### config.mk
export PLATFORM = sky130hd
export DESIGN_NAME = arm_execute_alu_multiply_branch
export DESIGN_NICKNAME = d
export VERILOG_FILES = /design/src/arm_ex_pkg.sv /design/src/arm_ex_ram.sv /design/src/arm_ex_alu.sv /design/src/arm_execute_alu_multiply_branch.sv
export VERILOG_INCLUDE_DIRS = /design/src /design/src/src
export SDC_FILE = /design/constraint.sdc
export NUM_CORES = 2
export LEC_CHECK = 0
export BUFFER_PORTS_ARGS = -buffer_cell sky130_fd_sc_hd__buf_2
export CAP_MARGIN = 10
export CORE_UTILIZATION = 60
export CTS_CLUSTER_SIZE = 30
export DETAILED_ROUTE_END_ITERATION = 10
export GPL_TIMING_DRIVEN = 1
export PLACE_DENSITY = 0.77
export SYNTH_ARGS = -nofsm -noshare
export SYNTH_HDL_FRONTEND = slang
export SYNTH_SLANG_ARGS = --single-unit
### constraint.sdc
create_clock -name clk -period 24.9 [get_ports clk]
set_clock_uncertainty 0.05 [all_clocks]
set_input_delay 4.98 -clock clk [delete_from_list [all_inputs] [get_ports clk]]
set_output_delay 4.98 -clock clk [all_outputs]
set_load 0.01 [all_outputs]
### src/arm_execute_alu_multiply_branch_assert.svh
// assertion macros for the execute stage
// expect clk and rst_n in the scope where they are used
`ifndef ARM_EXECUTE_ALU_MULTIPLY_BRANCH_ASSERT_SVH
`define ARM_EXECUTE_ALU_MULTIPLY_BRANCH_ASSERT_SVH

`ifndef ASSERT_OFF
`define ARM_EX_ASSERT(label, prop, msg) \
    label: assert property (@(posedge clk) disable iff (!rst_n) prop) \
        else $error(msg);
`define ARM_EX_NEVER(label, expr, msg) \
    label: assert property (@(posedge clk) disable iff (!rst_n) !(expr)) \
        else $error(msg);
`else
`define ARM_EX_ASSERT(label, prop, msg)
`define ARM_EX_NEVER(label, expr, msg)
`endif

`endif

### src/arm_ex_pkg.sv
// shared types and constants of the execute stage
// no dependencies
package arm_ex_pkg;

    localparam int DATA_W = 32;
    localparam int OFF_W  = 24;
    localparam int FLAG_W = 4;

    localparam int FLAG_N = 3;
    localparam int FLAG_Z = 2;
    localparam int FLAG_C = 1;
    localparam int FLAG_V = 0;

    typedef enum logic [1:0] {
        CMD_DP     = 2'd0,
        CMD_MUL    = 2'd1,
        CMD_BRANCH = 2'd2
    } cmd_t;

    typedef enum logic [3:0] {
        OP_AND = 4'd0,
        OP_EOR = 4'd1,
        OP_SUB = 4'd2,
        OP_RSB = 4'd3,
        OP_ADD = 4'd4,
        OP_TST = 4'd8,
        OP_TEQ = 4'd9,
        OP_CMP = 4'd10,
        OP_ORR = 4'd12,
        OP_MOV = 4'd13
    } alu_op_t;

    typedef struct packed {
        logic [DATA_W-1:0] value;
        logic              reg_we;
        logic [FLAG_W-1:0] flags;
    } exec_res_t;

endpackage

### src/arm_ex_ram.sv
// generic single write port ram with one registered read port
// no dependencies
module arm_ex_ram #(
    parameter int WIDTH = 32,
    parameter int DEPTH = 16
) (
    input  logic                     clk,
    input  logic                     we,
    input  logic [$clog2(DEPTH)-1:0] waddr,
    input  logic [WIDTH-1:0]         wdata,
    input  logic                     re,
    input  logic [$clog2(DEPTH)-1:0] raddr,
    output logic [WIDTH-1:0]         rdata
);

    logic [WIDTH-1:0] mem_reg [DEPTH];
    logic [WIDTH-1:0] rdata_reg;

    always_ff @(posedge clk)
    begin
        if (we)
        begin
            mem_reg[waddr] <= wdata;
        end
        if (re)
        begin
            rdata_reg <= mem_reg[raddr];
        end
    end

    assign rdata = rdata_reg;

endmodule

### src/arm_ex_alu.sv
// execute datapath: data processing, multiply and branch target
// depends on arm_ex_pkg
module arm_ex_alu
    import arm_ex_pkg::*;
(
    input  logic [1:0]              cmd,
    input  logic [3:0]              alu_op,
    input  logic                    set_flags,
    input  logic                    accumulate,
    input  logic [DATA_W-1:0]       rn,
    input  logic [DATA_W-1:0]       rm,
    input  logic [DATA_W-1:0]       rs,
    input  logic [DATA_W-1:0]       pc,
    input  logic [DATA_W-1:0]       second_operand,
    input  logic                    shifter_carry,
    input  logic signed [OFF_W-1:0] branch_disp,
    input  logic [FLAG_W-1:0]       flags,
    output exec_res_t               res
);

    logic [DATA_W:0]   sub_w;
    logic [DATA_W:0]   rsb_w;
    logic [DATA_W:0]   add_w;
    logic [DATA_W-1:0] prod;
    logic [DATA_W-1:0] mac;
    logic [DATA_W-1:0] ext;

    assign sub_w = {1'b0, rn} - {1'b0, second_operand};
    assign rsb_w = {1'b0, second_operand} - {1'b0, rn};
    assign add_w = {1'b0, rn} + {1'b0, second_operand};
    assign prod  = rm * rs;
    assign mac   = prod + (accumulate ? rn : '0);
    assign ext   = {{(DATA_W - OFF_W - 2){branch_disp[OFF_W-1]}}, branch_disp, 2'b00};

    always_comb
    begin
        logic [DATA_W-1:0] value;
        logic              carry;
        logic              writes;
        logic              ok;
        value  = '0;
        carry  = shifter_carry;
        writes = 1'b1;
        ok     = 1'b1;
        res    = '{value: '0, reg_we: 1'b0, flags: flags};
        case (cmd)
            CMD_DP:
            begin
                case (alu_op)
                    OP_AND: value = rn & second_operand;
                    OP_EOR: value = rn ^ second_operand;
                    OP_SUB:
                    begin
                        value = sub_w[DATA_W-1:0];
                        carry = ~sub_w[DATA_W];
                    end
                    OP_RSB:
                    begin
                        value = rsb_w[DATA_W-1:0];
                        carry = ~rsb_w[DATA_W];
                    end
                    OP_ADD:
                    begin
                        value = add_w[DATA_W-1:0];
                        carry = add_w[DATA_W];
                    end
                    OP_TST:
                    begin
                        value  = rn & second_operand;
                        writes = 1'b0;
                        ok     = set_flags;
                    end
                    OP_TEQ:
                    begin
                        value  = rn ^ second_operand;
                        writes = 1'b0;
                        ok     = set_flags;
                    end
                    OP_CMP:
                    begin
                        value  = sub_w[DATA_W-1:0];
                        carry  = ~sub_w[DATA_W];
                        writes = 1'b0;
                        ok     = set_flags;
                    end
                    OP_ORR: value = rn | second_operand;
                    OP_MOV: value = second_operand;
                    default: ok = 1'b0;
                endcase
                if (ok)
                begin
                    res.value  = value;
                    res.reg_we = writes;
                    if (set_flags)
                    begin
                        res.flags[FLAG_N] = value[DATA_W-1];
                        res.flags[FLAG_Z] = (value == '0);
                        res.flags[FLAG_C] = carry;
                    end
                end
            end
            CMD_MUL:
            begin
                res.value  = mac;
                res.reg_we = 1'b1;
                if (set_flags)
                begin
                    res.flags[FLAG_N] = mac[DATA_W-1];
                    res.flags[FLAG_Z] = (mac == '0);
                end
            end
            CMD_BRANCH:
            begin
                res.value  = pc + ext;
                res.reg_we = 1'b1;
            end
            default: ;
        endcase
    end

endmodule

### src/arm_execute_alu_multiply_branch.sv
// Execute stage of an ARM-like core: one instruction per request, one result per
// request, and a new request can be taken every cycle unless the output stalls.
// Each request passes the s1 and then output registers. The register file is held
// in three copies of a 16 x 32 RAM (one per source operand: Rn, Rm, Rs), all written
// together, with the operands read as the request is taken and forwarded from the
// instruction retiring at that same edge; R15 and the NZCV flags also live in
// flip-flops. The execute cycle is set by the 32 x 32 multiply and accumulate add.
// After reset every register and all flags read as zero, with no clearing pass.
// depends on arm_ex_pkg, arm_ex_ram, arm_ex_alu
`include "arm_execute_alu_multiply_branch_assert.svh"

module arm_execute_alu_multiply_branch
    import arm_ex_pkg::*;
#(
    parameter int REG_COUNT = 16
) (
    input  logic                         clk,
    input  logic                         rst_n,
    input  logic                         in_valid,
    output logic                         in_ready,
    input  logic [1:0]                   cmd,
    input  logic [3:0]                   alu_op,
    input  logic                         set_flags,
    input  logic                         accumulate,
    input  logic [$clog2(REG_COUNT)-1:0] dest_reg,
    input  logic [$clog2(REG_COUNT)-1:0] first_reg,
    input  logic [$clog2(REG_COUNT)-1:0] mul_reg_a,
    input  logic [$clog2(REG_COUNT)-1:0] mul_reg_b,
    input  logic [DATA_W-1:0]            second_operand,
    input  logic                         shifter_carry,
    input  logic signed [OFF_W-1:0]      branch_disp,
    output logic                         out_valid,
    input  logic                         out_ready,
    output logic [DATA_W-1:0]            result_value,
    output logic                         reg_written,
    output logic [FLAG_W-1:0]            flags_nzcv
);

    localparam int IDX_W = $clog2(REG_COUNT);
    localparam logic [IDX_W-1:0] PC_IDX = IDX_W'(REG_COUNT - 1);
    localparam int NPORT = 3;

    logic                    s1_valid_reg;
    logic [1:0]              s1_cmd_reg;
    logic [3:0]              s1_op_reg;
    logic                    s1_s_reg;
    logic                    s1_acc_reg;
    logic [IDX_W-1:0]        s1_rd_reg;
    logic [DATA_W-1:0]       s1_op2_reg;
    logic                    s1_shc_reg;
    logic signed [OFF_W-1:0] s1_off_reg;
    logic [NPORT-1:0]        byp_hit_reg;
    logic [NPORT-1:0]        init_reg;
    logic [DATA_W-1:0]       byp_data_reg;
    logic [REG_COUNT-1:0]    written_reg;
    logic [DATA_W-1:0]       pc_reg;
    logic [FLAG_W-1:0]       flags_reg;
    logic                    out_valid_reg;
    logic [DATA_W-1:0]       result_value_reg;
    logic                    reg_written_reg;
    logic [FLAG_W-1:0]       flags_nzcv_reg;

    logic                    accept;
    logic                    advance;
    logic                    ram_we;
    logic [IDX_W-1:0]        ram_waddr;
    logic [IDX_W-1:0]        rd_addr [NPORT];
    logic [DATA_W-1:0]       ram_q [NPORT];
    logic [DATA_W-1:0]       op_val [NPORT];
    exec_res_t               res;

    assign advance  = s1_valid_reg && (!out_valid_reg || out_ready);
    assign in_ready = !s1_valid_reg || advance;
    assign accept   = in_valid && in_ready;

    assign rd_addr[0] = first_reg;
    assign rd_addr[1] = mul_reg_a;
    assign rd_addr[2] = mul_reg_b;

    assign ram_we    = advance && res.reg_we;
    assign ram_waddr = (s1_cmd_reg == CMD_BRANCH) ? PC_IDX : s1_rd_reg;

    for (genvar i = 0; i < NPORT; i++)
    begin : g_rf
        arm_ex_ram #(
            .WIDTH (DATA_W),
            .DEPTH (REG_COUNT)
        ) u_rf (
            .clk   (clk),
            .we    (ram_we),
            .waddr (ram_waddr),
            .wdata (res.value),
            .re    (accept),
            .raddr (rd_addr[i]),
            .rdata (ram_q[i])
        );

        // forward the retiring write, entries never written read as zero
        assign op_val[i] = byp_hit_reg[i] ? byp_data_reg :
                           (init_reg[i] ? ram_q[i] : '0);
    end

    arm_ex_alu u_alu (
        .cmd            (s1_cmd_reg),
        .alu_op         (s1_op_reg),
        .set_flags      (s1_s_reg),
        .accumulate     (s1_acc_reg),
        .rn             (op_val[0]),
        .rm             (op_val[1]),
        .rs             (op_val[2]),
        .pc             (pc_reg),
        .second_operand (s1_op2_reg),
        .shifter_carry  (s1_shc_reg),
        .branch_disp    (s1_off_reg),
        .flags          (flags_reg),
        .res            (res)
    );

    always_ff @(posedge clk or negedge rst_n)
    begin
        if (!rst_n)
        begin
            s1_valid_reg  <= 1'b0;
            out_valid_reg <= 1'b0;
            written_reg   <= '0;
            pc_reg        <= '0;
            flags_reg     <= '0;
        end
        else
        begin
            if (accept)
            begin
                s1_valid_reg <= 1'b1;
            end
            else if (advance)
            begin
                s1_valid_reg <= 1'b0;
            end
            if (advance)
            begin
                out_valid_reg <= 1'b1;
                flags_reg     <= res.flags;
            end
            else if (out_ready)
            begin
                out_valid_reg <= 1'b0;
            end
            if (ram_we)
            begin
                written_reg[ram_waddr] <= 1'b1;
                if (ram_waddr == PC_IDX)
                begin
                    pc_reg <= res.value;
                end
            end
        end
    end

    always_ff @(posedge clk)
    begin
        if (accept)
        begin
            s1_cmd_reg   <= cmd;
            s1_op_reg    <= alu_op;
            s1_s_reg     <= set_flags;
            s1_acc_reg   <= accumulate;
            s1_rd_reg    <= dest_reg;
            s1_op2_reg   <= second_operand;
            s1_shc_reg   <= shifter_carry;
            s1_off_reg   <= branch_disp;
            byp_data_reg <= res.value;
            for (int i = 0; i < NPORT; i++)
            begin
                byp_hit_reg[i] <= ram_we && (ram_waddr == rd_addr[i]);
                init_reg[i]    <= written_reg[rd_addr[i]];
            end
        end
        if (advance)
        begin
            result_value_reg <= res.value;
            reg_written_reg  <= res.reg_we;
            flags_nzcv_reg   <= res.flags;
        end
    end

    assign out_valid    = out_valid_reg;
    assign result_value = result_value_reg;
    assign reg_written  = reg_written_reg;
    assign flags_nzcv   = flags_nzcv_reg;

    `ARM_EX_NEVER(a_no_accept_when_blocked,
        in_ready && s1_valid_reg && out_valid_reg && !out_ready,
        "request taken while pipeline is blocked")
    `ARM_EX_ASSERT(a_branch_updates_pc,
        (advance && s1_cmd_reg == CMD_BRANCH) |=> (pc_reg == result_value_reg && reg_written_reg),
        "branch target not in pc")
    `ARM_EX_NEVER(a_v_flag_kept, flags_reg[FLAG_V], "v flag changed")
    `ARM_EX_ASSERT(a_flags_out_match, (advance) |=> (flags_nzcv_reg == flags_reg),
        "result flags differ from flag state")

endmodule
# Yosys cells after proc, flatten, opt, wreduce, memory -nomap -nowiden
# Memories as Yosys holds them, arrays and structs flattened. A register that Yosys moved wholly into a read port is not among the register bits.
# Cells that the tools add are included.
[classes]
div_mod_pow = 0
add_sub_neg = 5
shift = 0
bitwise = 6
eq_ne = 15
mul = 1
magnitude_cmp = 5
muxes = 34
n_reduce_logical = 23
[ops]
columns = ["op", "count"]
rows = [
  ["2-to-1 mux 32 bit", 8],
  ["one-hot mux 32 bit (7 select lines)", 1],
  ["one-hot mux 33 bit (3 select lines)", 1],
  ["subtractor 32 x 32 -> 33 bit", 2],
  ["adder 32 bit", 2],
  ["zero test 32 bit", 2],
  ["2-to-1 mux 36 bit", 1],
  ["adder 32 x 32 -> 33 bit", 1],
  ["bitwise AND 32 bit", 1],
  ["multiplier 32 x 32 -> 32 bit", 1],
  ["OR 32 bit", 1],
  ["XOR 32 bit", 1],
  ["equality test 4 bit, second input constant", 6],
  ["< comparator 4 x 5 -> 1 bit, second input constant", 4],
  ["OR 16 bit", 1],
  ["2-to-1 mux 1 bit", 13],
  ["binary-select mux 1 bit (select 4 bit)", 3],
  ["equality test 4 bit", 3],
  ["equality test 4 x 2 -> 1 bit, second input constant", 2],
  ["logical AND 1 bit", 7],
  ["OR reduction 7 bit", 1],
  ["OR reduction 2 bit", 3],
  ["demux 1 bit (select 4 bit)", 1],
  ["equality test 4 x 1 -> 1 bit, second input constant", 1],
  ["other kinds (18)", 22],
]
[totals]
reg_bits = 196
latch_bits = 0
mem_bits_rw = 1536
output_inout_bits = 39
mem_bits_ro = 0
inputBits = 85
elab_cells = 111
memories = 3
[memory_table]
columns = ["name", "words", "word_bits", "read_ports", "rd_ports_with_merged_regs", "wr", "line", "source"]
rows = [
  ["g_rf[0].u_rf.mem_reg", 16, 32, 1, 1, 1, "arm_ex_ram.sv:16", "logic [WIDTH-1:0] mem_reg [DEPTH];"],
  ["g_rf[1].u_rf.mem_reg", 16, 32, 1, 1, 1, "arm_ex_ram.sv:16", ""],
  ["g_rf[2].u_rf.mem_reg", 16, 32, 1, 1, 1, "arm_ex_ram.sv:16", ""],
]

# Depth between registers and ports, before layout
[depth]
word_depth = 12
mapped_depth = 37
ltp_nobuf = 32

# Hierarchy
# A second synthesis with hierarchy kept.
[unflattened]
hier_cells = 6172
hier_area_um2 = 94481.9
[by_module_without_submodules]
columns = ["mod", "cells_per_inst", "area_each_um2", "instances", "seq_area_each_um2"]
rows = [
  ["arm_ex_ram (g_rf[1].u_rf ...)", 838, 20174.3, 2, 16335.7],
  ["arm_ex_alu", 3194, 25918.6, 1, 0.0],
  ["arm_ex_ram (g_rf[0].u_rf)", 838, 20155.6, 1, 16335.7],
  ["arm_execute_alu_multiply_branch", 464, 8059.0, 1, 5675.4],
]

# Worst setup path before layout
# Ideal clock, no wire load.
[synth_path]
path_kind = "input to register"
start = "input out_ready"
end = "register byp_data_reg[0] (enable)"
path_stages = 2
path_slack_ns = 14.433
n_path_buf = 0
t_arrival_ns = 9.828
setup_time_ns = 0.589
required_ns = 24.261
path_cell_list = "nand3b_1 -> and2_1"
[synth_via]
elab_chain_cells = 4
[synth_lines]
columns = ["element", "line", "source"]
rows = [
  ["start, declared", "arm_execute_alu_multiply_branch.sv:33", "input logic out_ready,"],
  ["logical OR 1 bit", "arm_execute_alu_multiply_branch.sv:72", "assign advance = s1_valid_reg && (!out_valid_reg || out_ready);"],
  ["logical AND 1 bit", "arm_execute_alu_multiply_branch.sv:72", ""],
  ["logical OR 1 bit", "arm_execute_alu_multiply_branch.sv:73", "assign in_ready = !s1_valid_reg || advance;"],
  ["logical AND 1 bit", "arm_execute_alu_multiply_branch.sv:74", "assign accept = in_valid && in_ready;"],
  ["named net accept", "arm_execute_alu_multiply_branch.sv:63", "logic accept;"],
  ["end signal, assigned", "arm_execute_alu_multiply_branch.sv:171", "byp_data_reg <= res.value;"],
  ["end, declared", "arm_execute_alu_multiply_branch.sv:54", "logic [DATA_W-1:0] byp_data_reg;"],
]
# The timed path passes the listed nets, and every way through them passes these cells.
# A chain may end at the register's enable or synchronous reset.

# Worst setup path after layout
[layout_path]
start = "input out_ready"
end = "output in_ready"
[layout_via]
elab_chain_cells = 3
[layout_lines]
columns = ["element", "line", "source"]
rows = [
  ["logical OR 1 bit", "arm_execute_alu_multiply_branch.sv:72", ""],
  ["logical AND 1 bit", "arm_execute_alu_multiply_branch.sv:72", ""],
  ["logical OR 1 bit", "arm_execute_alu_multiply_branch.sv:73", ""],
  ["end, declared", "arm_execute_alu_multiply_branch.sv:20", "output logic in_ready,"],
]
# No other way between the ends.

==> summary.txt <==
Status: completed
Crit-path slowest cell: nand3b_1
Initial antenna violation count: 5
VDD IR-drop max: 0.0003743 V
Crit Path Class: in -> out
Post-CTS Setup Bufs: 0
Crit-path max cell delay: 0.22 ns
Post-synth design cell area: 63550 sq um
Min Tclk post-route: 10.52 ns
Clock root buffer: clkbuf_16
H-tree depth: 3
Hold path depth: 2
Seq/Total Area, Yosys: 0.3757
Die width: 327.5 microns
Max clock buf depth: 3
Commonest non-fill, non-tap cell in the layout: edfxtp_1
Internal power: 0.005003 W
DRC Markers: 0
Worst path cell trace: buf_2, nand3b_1, buf_2
Via density: 7.181
Post-synth top area cell: edfxtp_1
GR Util All Layers: 0.4264
DR WL/cell: 33.85 microns
Clock Sink Count: 804
CP startpoint kind: primary input
Critical R2R Launch: byp_hit_reg[1]
Slew headroom: 0.1617
Largest net degree at the start of global routing: 81
Avg Inst Size Synth: 12.33 sq um
Hold Path End: pc_reg[0]
Seq pwr share: 0.217
Final WL: 225600 microns
Congestion Overflow GR: 0
Die area: 107200 sq um
Worst R2R Setup Slack: 14.39 ns
Final Hold Fails: 0
Most frequent cells in the layout: edfxtp_1, inv_1, nor2_1
FP Rows: 119
Ys async rst share: 0.06592
CTS Buf Count: 84
Buf/Inv on CP: 2
Worst setup startpoint: out_ready
RR Endpoint: result_value[24]
Final Wtd Congestion: 1.023
Sw frac: 0.5047
Initial DRC count: 6862
Area Overhead vs Synth: 8.537%
Worst reg2reg path depth: 29
RSZ-0062 raised after global routing: no
Worst EP required: 19.87 ns
EDFF count, synth: 751
Hold Slack: 0.4369 ns
Critical path's top delay family: buffers and inverters
Core Area: 105100 sq um
IO buf count: 122
Via count: 47860
Max reg flops: 512
Total Nets Final: 6017
Mapped Cells: 5156
Resized Gates After CTS: 0
Synth unique cells: 91
Initial core utilization: 0.6046
Critical path capture point type: output port
CTS clk-pin slew, worst paths: 0.06 ns
IO Count: 124
Placed Cells: 6509
Synthesized Nets: 5968
Layout cells sized above 1: 0.1874
Share of the synthesized area in the top cell type: 0.3549
Max_cap viols: 0
Synth Register Bits: 804
Crit-path max FO: 3
Chip height: 327.5 microns
Pins Over Slew Limit: 0
Cts hold-fix bufs: 0
Yosys warns: 0
Actual slew at the worst max-slew pin: 1.253 ns
Critical hold path startpoint: pc_reg[0]
First-pass GRT wire length: 328300 microns
Final Cycle Share: 0.4225
Vias in the first global route: 48700
Main area contributors after synthesis: edfxtp_1, mux4_2, fa_1, ha_1, inv_1
Static leakage: 26.94 nW
Setup violators final: 0
Final cell count without fillers: 6665
Logic pwr share: 0.650
Worst-Skew Late Latency: 0.73 ns
Cell Pwr Density: 146.4 nW/um^2
Clk pwr share: 0.133
DRT Pass-1 Iters: 9
Main synth FF type: edfxtp_1
Arrival @ worst endpoint: 5.49 ns
Max Fclk: 95.06 MHz
CTS tree: yes
Min-delay worst type: reg -> reg
Antenna viol nets, final: 0
Critical Path Most Common Cell: buf_2
Post-DP HPWL: 150400 microns
NetSw: 0.005097 W
Setup TNS: 0 ns
[area by class of cell]
class | count | area [sq um]
diodes | 3 | 7.507
clock buffers | 103 | 2203
clock inverters | 49 | 661.9
fillers | 7586 | 36140
inverters | 612 | 2297
multi-input cells | 3444 | 36500
flip-flops and latches | 804 | 23880
well taps | 1391 | 1740
repair buffers | 259 | 1688
[stage by stage]
step                      area [sq um]  total power (W)  utilization  worst slack (ns)
after floorplan                  63550         0.005982            -             14.43
after global placement           66080         0.008457       0.6287             14.46
after detailed placement         66080         0.008534       0.6287             14.44
after CTS                        68950         0.009918       0.6559             14.38
after global routing             68970          0.01049       0.6561             14.00
final                            68980          0.01010       0.6562             14.38
[power groups by stage]
stage | Sequential, W | Clock [W] | Combinational, W
final | 0.00220 | 0.00134 | 0.00656
after CTS | 0.00219 | 0.00134 | 0.00639
after floorplan | 0.00218 | 0 | 0.00381
after global routing | 0.00220 | 0.00139 | 0.00690
after detailed placement | 0.00221 | 0 | 0.00633
after global placement | 0.00220 | 0 | 0.00626
[worst reg2reg max path: cells and delay by family (launching register included)]
family | cells | cell delay [ns]
flip-flops | 1 | 0.33
buffers and inverters | 8 | 1.19
XOR/XNOR | 1 | 0.27
AO/OA/AOI/OAI | 6 | 2.38
adder cells (fa/ha/maj) | 9 | 4.44
AND/OR/NAND/NOR | 5 | 1.49
[layer usage]
metal  vias up  part of all wire  GRT usage  routed length [microns]
li1      18930                 -          -                        -
met1     23860              0.33     0.5293                    74520
met2      3986              0.45     0.6473                   101200
met3      1074              0.13     0.1267                    30450
met4         8             0.086     0.2933                    19430
met5         -           0.00026          0                       59
[synthesized netlist by cell type, drive strengths merged (11+ instances only)]
| cell | instances |
|---|---|
| and2 | 12 |
| dfrtp | 53 |
| nor2b | 41 |
| edfxtp | 751 |
| a31oi | 14 |
| a222oi | 12 |
| or2 | 32 |
| o21bai | 29 |
| a221oi | 22 |
| inv | 612 |
| a22o | 60 |
| a211oi | 18 |
| nor2 | 551 |
| a2111oi | 11 |
| clkbuf | 241 |
| a22oi | 101 |
| nand2b | 33 |
| fa | 442 |
| xor2 | 29 |
| a221o | 14 |
| a21o | 42 |
| o22ai | 23 |
| o211ai | 26 |
| and3 | 18 |
| ha | 285 |
| nand3 | 37 |
| nor3 | 38 |
| mux4 | 495 |
| or3 | 14 |
| xnor2 | 92 |
| or4 | 13 |
| nor4 | 15 |
| nand4 | 27 |
| a21oi | 193 |
| nand2 | 367 |
| o21a | 30 |
| buf | 55 |
| mux2 | 11 |
| o21ai | 119 |
| nand3b | 15 |
| o31ai | 15 |
[worst max-delay path by stage]
stage / depth (start not counted) / to / slack, ns
2_1_floorplan: 2 / byp_data_reg[0] / 14.43
3_3_place_gp: 3 / in_ready / 14.46
3_5_place_dp: 3 / in_ready / 14.44
4_1_cts: 3 / in_ready / 14.38
5_1_grt: 28 / result_value[24] / 14.00
6_report: 3 / in_ready / 14.38
[kinds of logic after synthesis]
family                   after synthesis  synth area share
AND/OR/NAND/NOR                     1244           0.08671
buffers and inverters                908           0.05371
AO/OA/AOI/OAI                        830           0.09066
flip-flops                           804            0.3757
adder cells (fa/ha/maj)              727            0.1953
multiplexers                         514            0.1786
XOR/XNOR                             128           0.01916
other                                  1        0.00005901
(Power assumes the default switching activity.)
